`src/rtl/core/skbh_pkg.sv`:
```
// types, constants and hash functions shared by the bucket hash block
`default_nettype none
package skbh_pkg;

    localparam int unsigned HASH_W     = 32;
    localparam int unsigned BUCKET_W   = 24;
    localparam int unsigned BITS_W     = 5;
    localparam int unsigned MIX_STAGES = 4;

    localparam logic [HASH_W-1:0] CRC_POLY    = 32'hEDB8_8320;
    localparam logic [HASH_W-1:0] GOLDEN_MULT = 32'd2654435761;
    localparam logic [BITS_W-1:0] BITS_MIN    = 5'd8;
    localparam logic [BITS_W-1:0] BITS_MAX    = 5'd24;
    localparam logic [BITS_W-1:0] BITS_RESET  = 5'd8;

    // control handed from the byte front end to the hash pipeline
    typedef struct packed {
        logic advance;
        logic valid;
    } pipe_ctrl_t;

    // one byte of reflected crc-32, eight bit steps
    function automatic logic [HASH_W-1:0] crc_byte(input logic [HASH_W-1:0] crc,
                                                   input logic [7:0] data);
        logic [HASH_W-1:0] c;
        begin
            c = crc ^ {24'd0, data};
            for (int k = 0; k < 8; k++) begin
                c = c[0] ? ((c >> 1) ^ CRC_POLY) : (c >> 1);
            end
            return c;
        end
    endfunction

    // one add/xor pair of the integer mix
    function automatic logic [HASH_W-1:0] mix_step(input logic [HASH_W-1:0] h,
                                                   input logic [1:0] step);
        logic [HASH_W-1:0] a;
        begin
            unique case (step)
                2'd0: begin
                    a = h + (h << 12);
                    a = a ^ (a >> 22);
                end
                2'd1: begin
                    a = h + (h << 4);
                    a = a ^ (a >> 9);
                end
                2'd2: begin
                    a = h + (h << 10);
                    a = a ^ (a >> 2);
                end
                default: begin
                    a = h + (h << 7);
                    a = a ^ (a >> 12);
                end
            endcase
            return a;
        end
    endfunction

    // table size limited to the supported range
    function automatic logic [BITS_W-1:0] clamp_bits(input logic [BITS_W-1:0] bits);
        begin
            if (bits < BITS_MIN) begin
                return BITS_MIN;
            end else if (bits > BITS_MAX) begin
                return BITS_MAX;
            end
            return bits;
        end
    endfunction

endpackage
`default_nettype wire

```
`src/rtl/core/skbh_hash_pipe.sv`:
```
// mix, multiply and bucket reduction pipeline with output register
`default_nettype none
module skbh_hash_pipe (
    input  wire logic                          aclk,
    input  wire logic                          aresetn,
    input  wire skbh_pkg::pipe_ctrl_t          ctrl,
    input  wire logic [skbh_pkg::HASH_W-1:0]   crc_in,
    input  wire logic [skbh_pkg::BITS_W-1:0]   bucket_bits,
    output logic                               out_valid,
    output logic [skbh_pkg::BUCKET_W-1:0]      out_bucket,
    output logic [skbh_pkg::HASH_W-1:0]        out_hash
);
    import skbh_pkg::*;

    logic [HASH_W-1:0]   h_reg [0:MIX_STAGES];
    logic                h_valid_reg [0:MIX_STAGES];
    logic [HASH_W-1:0]   prod_reg;
    logic                prod_valid_reg;
    logic [BUCKET_W-1:0] bucket_reg;
    logic [HASH_W-1:0]   hash_reg;
    logic                out_valid_reg;

    logic [HASH_W-1:0]   shifted;
    logic [BITS_W-1:0]   bits_eff;
    logic [BUCKET_W:0]   mask_wide;
    logic [BUCKET_W-1:0] bucket_next;

    // shift before the golden-ratio multiply
    assign shifted = h_reg[MIX_STAGES] >> 3;

    // bucket mask from the clamped table size
    always_comb begin
        bits_eff    = clamp_bits(bucket_bits);
        mask_wide   = ((BUCKET_W+1)'(1) << bits_eff) - (BUCKET_W+1)'(1);
        bucket_next = prod_reg[BUCKET_W-1:0] & mask_wide[BUCKET_W-1:0];
    end

    // valid bits of every stage
    always_ff @(posedge aclk) begin
        if (!aresetn) begin
            for (int i = 0; i <= MIX_STAGES; i++) begin
                h_valid_reg[i] <= 1'b0;
            end
            prod_valid_reg <= 1'b0;
            out_valid_reg  <= 1'b0;
        end else if (ctrl.advance) begin
            h_valid_reg[0] <= ctrl.valid;
            for (int i = 1; i <= MIX_STAGES; i++) begin
                h_valid_reg[i] <= h_valid_reg[i-1];
            end
            prod_valid_reg <= h_valid_reg[MIX_STAGES];
            out_valid_reg  <= prod_valid_reg;
        end
    end

    // payload: one mix pair per stage, then multiply, then mask
    always_ff @(posedge aclk) begin
        if (ctrl.advance) begin
            h_reg[0] <= crc_in;
            for (int i = 1; i <= MIX_STAGES; i++) begin
                h_reg[i] <= mix_step(h_reg[i-1], 2'(i-1));
            end
            prod_reg   <= shifted * GOLDEN_MULT;
            bucket_reg <= bucket_next;
            hash_reg   <= prod_reg;
        end
    end

    assign out_valid  = out_valid_reg;
    assign out_bucket = bucket_reg;
    assign out_hash   = hash_reg;

endmodule
`default_nettype wire

```
`src/rtl/core/string_key_bucket_hash_top.sv`:
```
// top level of the string key bucket hash block
`default_nettype none
// Hashes a key that arrives one byte per item: a reflected CRC-32 (start 0, no
// final inversion) runs over the valid bytes, and an item with s_last_byte set
// sends the CRC through the integer shift/add/xor mix, a shift right by 3 and a
// multiply by 2654435761, giving m_mixed_hash and m_bucket_index (its low
// bucket_bits bits, bucket_bits clamped to 8..24). The CRC restarts at zero after
// every last item. One item is taken per cycle unless the pipeline stalls; after
// its last item is accepted, a result passes one capture stage, four mix stages,
// one multiply stage, then the output register. The whole pipeline stalls only
// while a result waits in the output register. cfg_data sets bucket_bits and is
// always ready; write it only while no key is in flight.
module string_key_bucket_hash_top (
    input  wire logic                              aclk,
    input  wire logic                              aresetn,
    input  wire logic                              cfg_valid,
    output logic                                   cfg_ready,
    input  wire logic [skbh_pkg::BITS_W-1:0]       cfg_data,
    input  wire logic                              s_valid,
    output logic                                   s_ready,
    input  wire logic [7:0]                        s_key_byte,
    input  wire logic                              s_byte_valid,
    input  wire logic                              s_last_byte,
    output logic                                   m_valid,
    input  wire logic                              m_ready,
    output logic [skbh_pkg::BUCKET_W-1:0]          m_bucket_index,
    output logic [skbh_pkg::HASH_W-1:0]            m_mixed_hash
);
    import skbh_pkg::*;

    logic [HASH_W-1:0] crc_reg;
    logic [HASH_W-1:0] crc_next;
    logic [HASH_W-1:0] crc_upd;
    logic [BITS_W-1:0] bits_reg;
    logic              advance;
    logic              s_accept;
    pipe_ctrl_t        ctrl;

    // pipeline moves whenever the output register is free or being drained
    assign advance   = !m_valid || m_ready;
    assign s_ready   = advance;
    assign s_accept  = s_valid && s_ready;
    assign cfg_ready = 1'b1;

    // running crc update
    always_comb begin
        crc_upd  = s_byte_valid ? crc_byte(crc_reg, s_key_byte) : crc_reg;
        crc_next = crc_reg;
        if (s_accept) begin
            crc_next = s_last_byte ? '0 : crc_upd;
        end
    end

    always_ff @(posedge aclk) begin
        if (!aresetn) begin
            crc_reg <= '0;
        end else begin
            crc_reg <= crc_next;
        end
    end

    // table size register
    always_ff @(posedge aclk) begin
        if (!aresetn) begin
            bits_reg <= BITS_RESET;
        end else if (cfg_valid && cfg_ready) begin
            bits_reg <= cfg_data;
        end
    end

    assign ctrl.advance = advance;
    assign ctrl.valid   = s_accept && s_last_byte;

    skbh_hash_pipe u_hash_pipe (
        .aclk        (aclk),
        .aresetn     (aresetn),
        .ctrl        (ctrl),
        .crc_in      (crc_upd),
        .bucket_bits (bits_reg),
        .out_valid   (m_valid),
        .out_bucket  (m_bucket_index),
        .out_hash    (m_mixed_hash)
    );

`ifndef SYNTHESIS
    // the crc restarts after every key
    a_crc_clear: assert property (@(posedge aclk) disable iff (!aresetn)
        s_valid && s_ready && s_last_byte |=> crc_reg == '0)
        else $error("crc not cleared after last item");

    // an idle item leaves the crc alone
    a_idle_item: assert property (@(posedge aclk) disable iff (!aresetn)
        s_valid && s_ready && !s_byte_valid && !s_last_byte |=> $stable(crc_reg))
        else $error("idle item changed the crc");

    // the bucket is always a masked copy of the hash
    a_bucket_sub: assert property (@(posedge aclk) disable iff (!aresetn)
        m_valid |-> (m_bucket_index & ~m_mixed_hash[BUCKET_W-1:0]) == '0)
        else $error("bucket index not taken from the hash");

    // the low eight bits always survive the mask
    a_bucket_low: assert property (@(posedge aclk) disable iff (!aresetn)
        m_valid |-> m_bucket_index[7:0] == m_mixed_hash[7:0])
        else $error("bucket index lost low bits");
`endif

endmodule
`default_nettype wire
```
`config.mk`:
```
export PLATFORM = sky130hd
export DESIGN_NAME = string_key_bucket_hash_top
export DESIGN_NICKNAME = d
export VERILOG_FILES = /design/src/rtl/core/skbh_pkg.sv /design/src/rtl/core/skbh_hash_pipe.sv /design/src/rtl/core/string_key_bucket_hash_top.sv
export SDC_FILE = /design/constraint.sdc
export NUM_CORES = 1
export LEC_CHECK = 0
export BUFFER_PORTS_ARGS = -buffer_cell sky130_fd_sc_hd__clkbuf_2
export CORE_ASPECT_RATIO = 1.4
export CORE_MARGIN = 4
export CORE_UTILIZATION = 30
export CTS_CLUSTER_SIZE = 12
export DETAILED_ROUTE_END_ITERATION = 7
export PLACE_DENSITY = 0.55
export SLEW_MARGIN = 0
export SYNTH_ARGS = -nofsm -noshare
export SYNTH_HDL_FRONTEND = slang
export SYNTH_SLANG_ARGS = --single-unit
```
`constraint.sdc`:
```
create_clock -name aclk -period 14.23 [get_ports aclk]
set_clock_uncertainty 0.1 [all_clocks]
set_input_delay 0.7115 -clock aclk [delete_from_list [all_inputs] [get_ports aclk]]
set_output_delay 0.7115 -clock aclk [all_outputs]
set_load 0.01 [all_outputs]
```
======== Word-level counts from Yosys, hierarchy flattened ========
Memory sizes are Yosys's and may differ from the RTL's. A register that Yosys moved wholly into a read port is not among the register bits.
Cells that the tools add are included.
cells by class
  bitwise operators ....................... 19
  shifts and indexed selects .............. 1
  div/mod/pow operators ................... 0
  equal/unequal tests ..................... 0
  reduce and logical (&&, ||, !) cells .... 5
  muxes and demuxes ....................... 29
  magnitude comparators ................... 2
  $add $sub $neg .......................... 5
  multiply operators ...................... 1
operators by type and width
  operator                                              count
  2-to-1 mux 32 bit                                     14
  adder 32 bit                                          4
  NOT 13 -> 14 bit                                      8
  multiplier 29 x 32 -> 32 bit (second input constant)  1
  bitwise XOR 32 x 10 -> 32 bit                         1
  bitwise XOR 32 x 20 -> 32 bit                         1
  bitwise XOR 32 x 23 -> 32 bit                         1
  bitwise XOR 32 x 30 -> 32 bit                         1
  bitwise XOR 32 x 8 -> 32 bit                          1
  AND 24 bit                                            1
  << shifter 1 x 5 -> 24 bit (first input constant)     1
  subtractor 24 x 2 -> 24 bit (second input constant)   1
  2-to-1 mux 5 bit                                      3
  2-to-1 mux 1 bit                                      12
  > comparator 5 bit (second input constant)            1
  < comparator 5 x 4 -> 1 bit (second input constant)   1
  bitwise OR 1 bit                                      5
  logical AND 1 bit                                     2
  logical NOT 1 bit                                     2
  logical OR 1 bit                                      1
storage, ports and cells
  memories ................................ 2
  ROM bits ................................ 0
  flip-flop bits (word level) ............. 126
  memory bits (writable) .................. 165
  latch bits .............................. 0
memory list
  name                     words  bits a word  read ports  clocked after Yosys merged registers in  write ports  RTL line              source
  u_hash_pipe.h_reg        5      32           5           0                                        5            skbh_hash_pipe.sv:15  logic [HASH_W-1:0] h_reg [0:MIX_STAGES];
  u_hash_pipe.h_valid_reg  5      1            5           1                                        5            skbh_hash_pipe.sv:16  logic h_valid_reg [0:MIX_STAGES];

======== Logic depth before layout (Yosys ltp) ========
  depth in word-level cells ............... 19
  mapped depth ............................ 27
  depth with buffers taken out ............ 26

======== By module ========
A second synthesis with hierarchy kept.
unflattened totals
  cells, all modules ...................... 2121
  area total of the unflattened synthesis .. 24144.4 µm²
by module, submodules not included
  module                      cells each  area an instance (µm²)  seq. area each (µm²)  instances
  skbh_hash_pipe              1884        21687.0                 7547.2                1
  string_key_bucket_hash_top  237         2457.4                  740.7                 1

======== Worst setup path before layout ========
OpenSTA, ideal clock, no wires.
  path kind ............................... in2reg
  start ................................... input m_ready
  end ..................................... register crc_reg[10]
  arrival ................................. 7541 ps
  path slack .............................. 6523 ps
  stages on the path ...................... 7
  path buffers ............................ 1
  data required time ...................... 14064 ps
  cells stage by stage .................... nor2b_1 > inv_1 > nand2_1 > nor2_1 > clkbuf_1 > a22oi_1 > nor2b_1
between the ends
  longest elaborated chain between the ends .. 2
RTL lines
  item                  RTL line                          source
  from (decl)           string_key_bucket_hash_top.sv:25  input wire logic m_ready,
  logical OR 1 bit      string_key_bucket_hash_top.sv:40  assign advance = !m_valid || m_ready;
  net s_ready           string_key_bucket_hash_top.sv:20  output logic s_ready,
  logical AND 1 bit     string_key_bucket_hash_top.sv:42  assign s_accept = s_valid && s_ready;
  to (signal assigned)  string_key_bucket_hash_top.sv:58  crc_reg <= crc_next;
  to (decl)             string_key_bucket_hash_top.sv:31  logic [HASH_W-1:0] crc_reg;
The timed path passes the listed nets, and every way through them passes these cells.
A chain may end at the register's enable or synchronous reset.

==> metrics.md <==
| Metric | Value |
|---|---|
| Max-cap viol count | `0` |
| I/O pin cnt | `approximately 80` |
| Setup_tns | `0 ns` |
| Yosys top cell area share | `just over 30%` |
| Top cells by area, synth | `edfxtp_1 31%, fa_1 15%, ha_1 14%` |
| Fmax achieved | `136.1 MHz` |
| Antenna Cells | `0` |
| HP Class | `input pin to flop` |
| Distinct cells, synth | `84` |
| R2r endpoint | `u_hash_pipe.prod_reg[30]` |
| Worst R2R Start | `u_hash_pipe.h_reg[0][133]` |
| Final setup viols | `0` |
| Die height | `344.3 um` |
| Worst-Skew Late Latency | `0.58 ns` |
| DIE WIDTH | `248.2 um` |
| Bufs on Longest Clock Path | `3` |
| CP max-delay cell | `edfxtp_1` |
| TritonCTS clock tree | `yes` |
| Routed wire length | `62020 um` |
| Total GRT Usage | `14.70%` |
| DR WL met3 | `1642 um` |
| Worst stage delay on the critical path | `0.62 ns` |
| Synth warn | `0` |
| Routed len/inst | `18.76 um` |
| Grt ovf | `0` |
| WL met2 | `about 36000 um` |
| Post-synthesis sequential area ratio | `between 30% and 40%` |
| Worst slew margin | `35.46%` |
| DRC viols | `0` |
| CP top delay family | `adder cells` |
| Hold Crit Start | `cfg_data[3]` |
| Final Wtd Congestion | `a little over 0.9` |
| Worst-case reg-to-reg path depth | `23` |
| CTS resizes | `0` |
| Num CTS Buffers | `36` |
| Number of nets in the layout | `2700` |
| Die area | `0.08546 mm2` |
| Max-slew violations | `0` |
| EDFF count, synth | `250` |
| Post-synthesis async set-or-reset flop share | `0%` |
| Critical path arrival | `approximately 7.6 ns` |
| Vias in the first global route | `17030` |
| WP data required | `14.46 ns` |
| Share of layout cells above drive strength 1 | `8.605%` |
| Crit path max fanout | `9` |
| Hold endpoint | `bits_reg[3]` |
| Startpoint types | `flop` |
| Final Critical Period | `7.350 ns` |
| CP Buf/Inv Count | `5` |
| R2R Setup Slk | `6.88 ns` |
| RSZ-0062 raised after global routing | `false` |
| Setup Buffers After CTS | `0` |
| Via count | `15750` |
| Drt pass-1 iters | `5` |
| Final hold vios | `0` |
| Worst-path cell chain | `inv_1, fa_1, xor2_1, ha_1, o21bai_1, fa_1, inv_1, fa_1, fa_1, inv_1, fa_1, fa_1, inv_1, fa_1, inv_1, ha_1, and3_1, nand3_1, or4_1, o2111ai_1, a31oi_1, o21ai_1, xor2_1` |
| Synthesized flop and latch total | `289` |
| Mean Syn Cell Area | `11.33 um2` |
| Routed Antenna Nets | `0` |
| Top_reg_cell synth | `edfxtp_1` |
| Max FFs per register | `157` |
| Sink Count | `~290` |
| Root Buffer | `clkbuf_16` |
| Initial Util | `30.23%` |
| WHS Path Cells | `3` |
| Area delta synth->final | `11.32%` |
| Rows | `123` |
| Core area | `0.08018 mm2` |
| Dominant cell type by area after synthesis | `edfxtp_1` |
| Port Buffers | `77` |
| Clk slew on worst S/H paths | `0.05 ns` |
| Status | `finished clean` |
| Routed vias/inst | `roughly 4.8` |
| Max H-tree Level | `2` |
| Pin slew with the least headroom to its limit | `approximately 0.97 ns` |
| Initial DRC count | `754` |
| WL met1 | `21850 um` |
| Largest net degree at the start of global routing | `between 70 and 80` |
| Post-Syn Instances | `2140` |
| Post-DP HPWL | `51080 um` |
| Worst path most repeated cell | `fa_1` |
| DR top layer | `met4` |
| Cell Area, Synth | `0.02424 mm2` |
| First-pass GRT wire length | `96400 um` |
| Initial antenna violation count | `0` |
| Setup Crit Path Kind | `flop to flop` |
| Hold_buf cts | `0` |
| Worst setup EP type | `flop` |
| Crit share post-route | `between 50% and 60%` |
## worst register-to-register path, cell delays in order, from the launching register on
cell       delay, ns
edfxtp_1        0.62
inv_1           0.13
fa_1            0.58
xor2_1          0.21
ha_1            0.22
o21bai_1        0.17
fa_1            0.49
inv_1           0.06
fa_1            0.49
fa_1            0.51
inv_1           0.05
fa_1            0.47
fa_1            0.56
inv_1           0.06
fa_1            0.52
inv_1           0.05
ha_1            0.33
and3_1          0.24
nand3_1         0.11
or4_1           0.50
o2111ai_1       0.18
a31oi_1         0.21
o21ai_1         0.20
xor2_1          0.08
## final cells by class
class | count | area (um2)
Clock inverter | 20 | 220.2
Sequential cell | 289 | 8288
Tap cell | 1062 | 1329
Fill cell | 7985 | 53200
Inverter | 314 | 1186
Timing Repair Buffer | 84 | 437.9
Multi-Input combinational cell | 1493 | 14590
Clock buffer | 43 | 927.1
## per-stage QoR
stage / cells / setup slack [ns] / utilization [%] / hold WS (ns) / cell area, um2
2_1_floorplan: 2142 / 6.523 / - / 0.3003 / 24240
3_3_place_gp: 3242 / 6.959 / 32.22 / 0.3064 / 25830
3_5_place_dp: 3242 / 6.866 / 32.22 / 0.3124 / 25830
4_1_cts: 3305 / 6.881 / 33.65 / 0.2245 / 26980
5_1_grt: 3305 / 6.532 / 33.65 / 0.2408 / 26980
6_report: 3305 / 6.880 / 33.65 / 0.2668 / 26980
## cells in the mapped netlist, drive strengths merged (15+ instances only)
cell    instances
nand2          59
inv           314
a22oi          37
edfxtp        250
nor3           23
o21a           18
nor2b          50
nand3          24
mux2           24
a21oi         105
o21bai         16
and3           21
a211oi         16
ha            277
xnor2         190
dfxtp          39
xor2           98
fa            185
nor2           72
clkbuf         39
nand2b         15
a21o           48
o21ai          52
## cell families (layout without fill, tap and decap cells)
kind of cell,after synthesis,in the layout,share of synthesized area (%)
flops,289,289,34.20
simple gates,319,319,6.768
fa+ha+maj,462,462,29.58
xor+xnor,296,296,11.65
buf+inv,360,461,5.638
mux,33,33,1.533
other cells,1,3,0.01547
compound gates,380,380,10.61
## how the worst max path moves through the flow
stage,startpoint,end,slack [ns],cells past startpoint
floorplan,m_ready,crc_reg[10],6.52,7
global placement,u_hash_pipe.h_reg[0][133],u_hash_pipe.prod_reg[30],6.96,23
detailed placement,u_hash_pipe.h_reg[0][133],u_hash_pipe.prod_reg[30],6.87,23
CTS,u_hash_pipe.h_reg[0][133],u_hash_pipe.prod_reg[30],6.88,23
global route,u_hash_pipe.h_reg[0][133],u_hash_pipe.prod_reg[30],6.53,23
finish,u_hash_pipe.h_reg[0][133],u_hash_pipe.prod_reg[30],6.88,23
## per-layer routing
metal / up-vias / GRT usage (%)
met3: 120 / 1.851
met2: 253 / 29.67
li1: 7523 / -
met5: - / 0
met1: 7850 / 14.76
met4: 0 / 6.454
## layout by cell type (no fill, tap or decap), types with 16 or more instances in the layout
master / instances
nor2_1: 71
xor2_1: 95
o21a_1: 18
nor3_1: 23
nor2b_1: 50
and3_1: 21
a21o_1: 48
a22oi_1: 36
a21oi_1: 104
clkbuf_16: 36
fa_1: 185
nand3_1: 24
o21bai_1: 16
nand2_1: 59
clkbuf_2: 77
ha_1: 277
inv_1: 313
edfxtp_1: 250
xnor2_1: 180
dfxtp_1: 39
o21ai_0: 45
mux2_2: 21
Power is not shown: default switching activity piles up to over one toggle a cycle in this logic, so the estimate is an artifact.
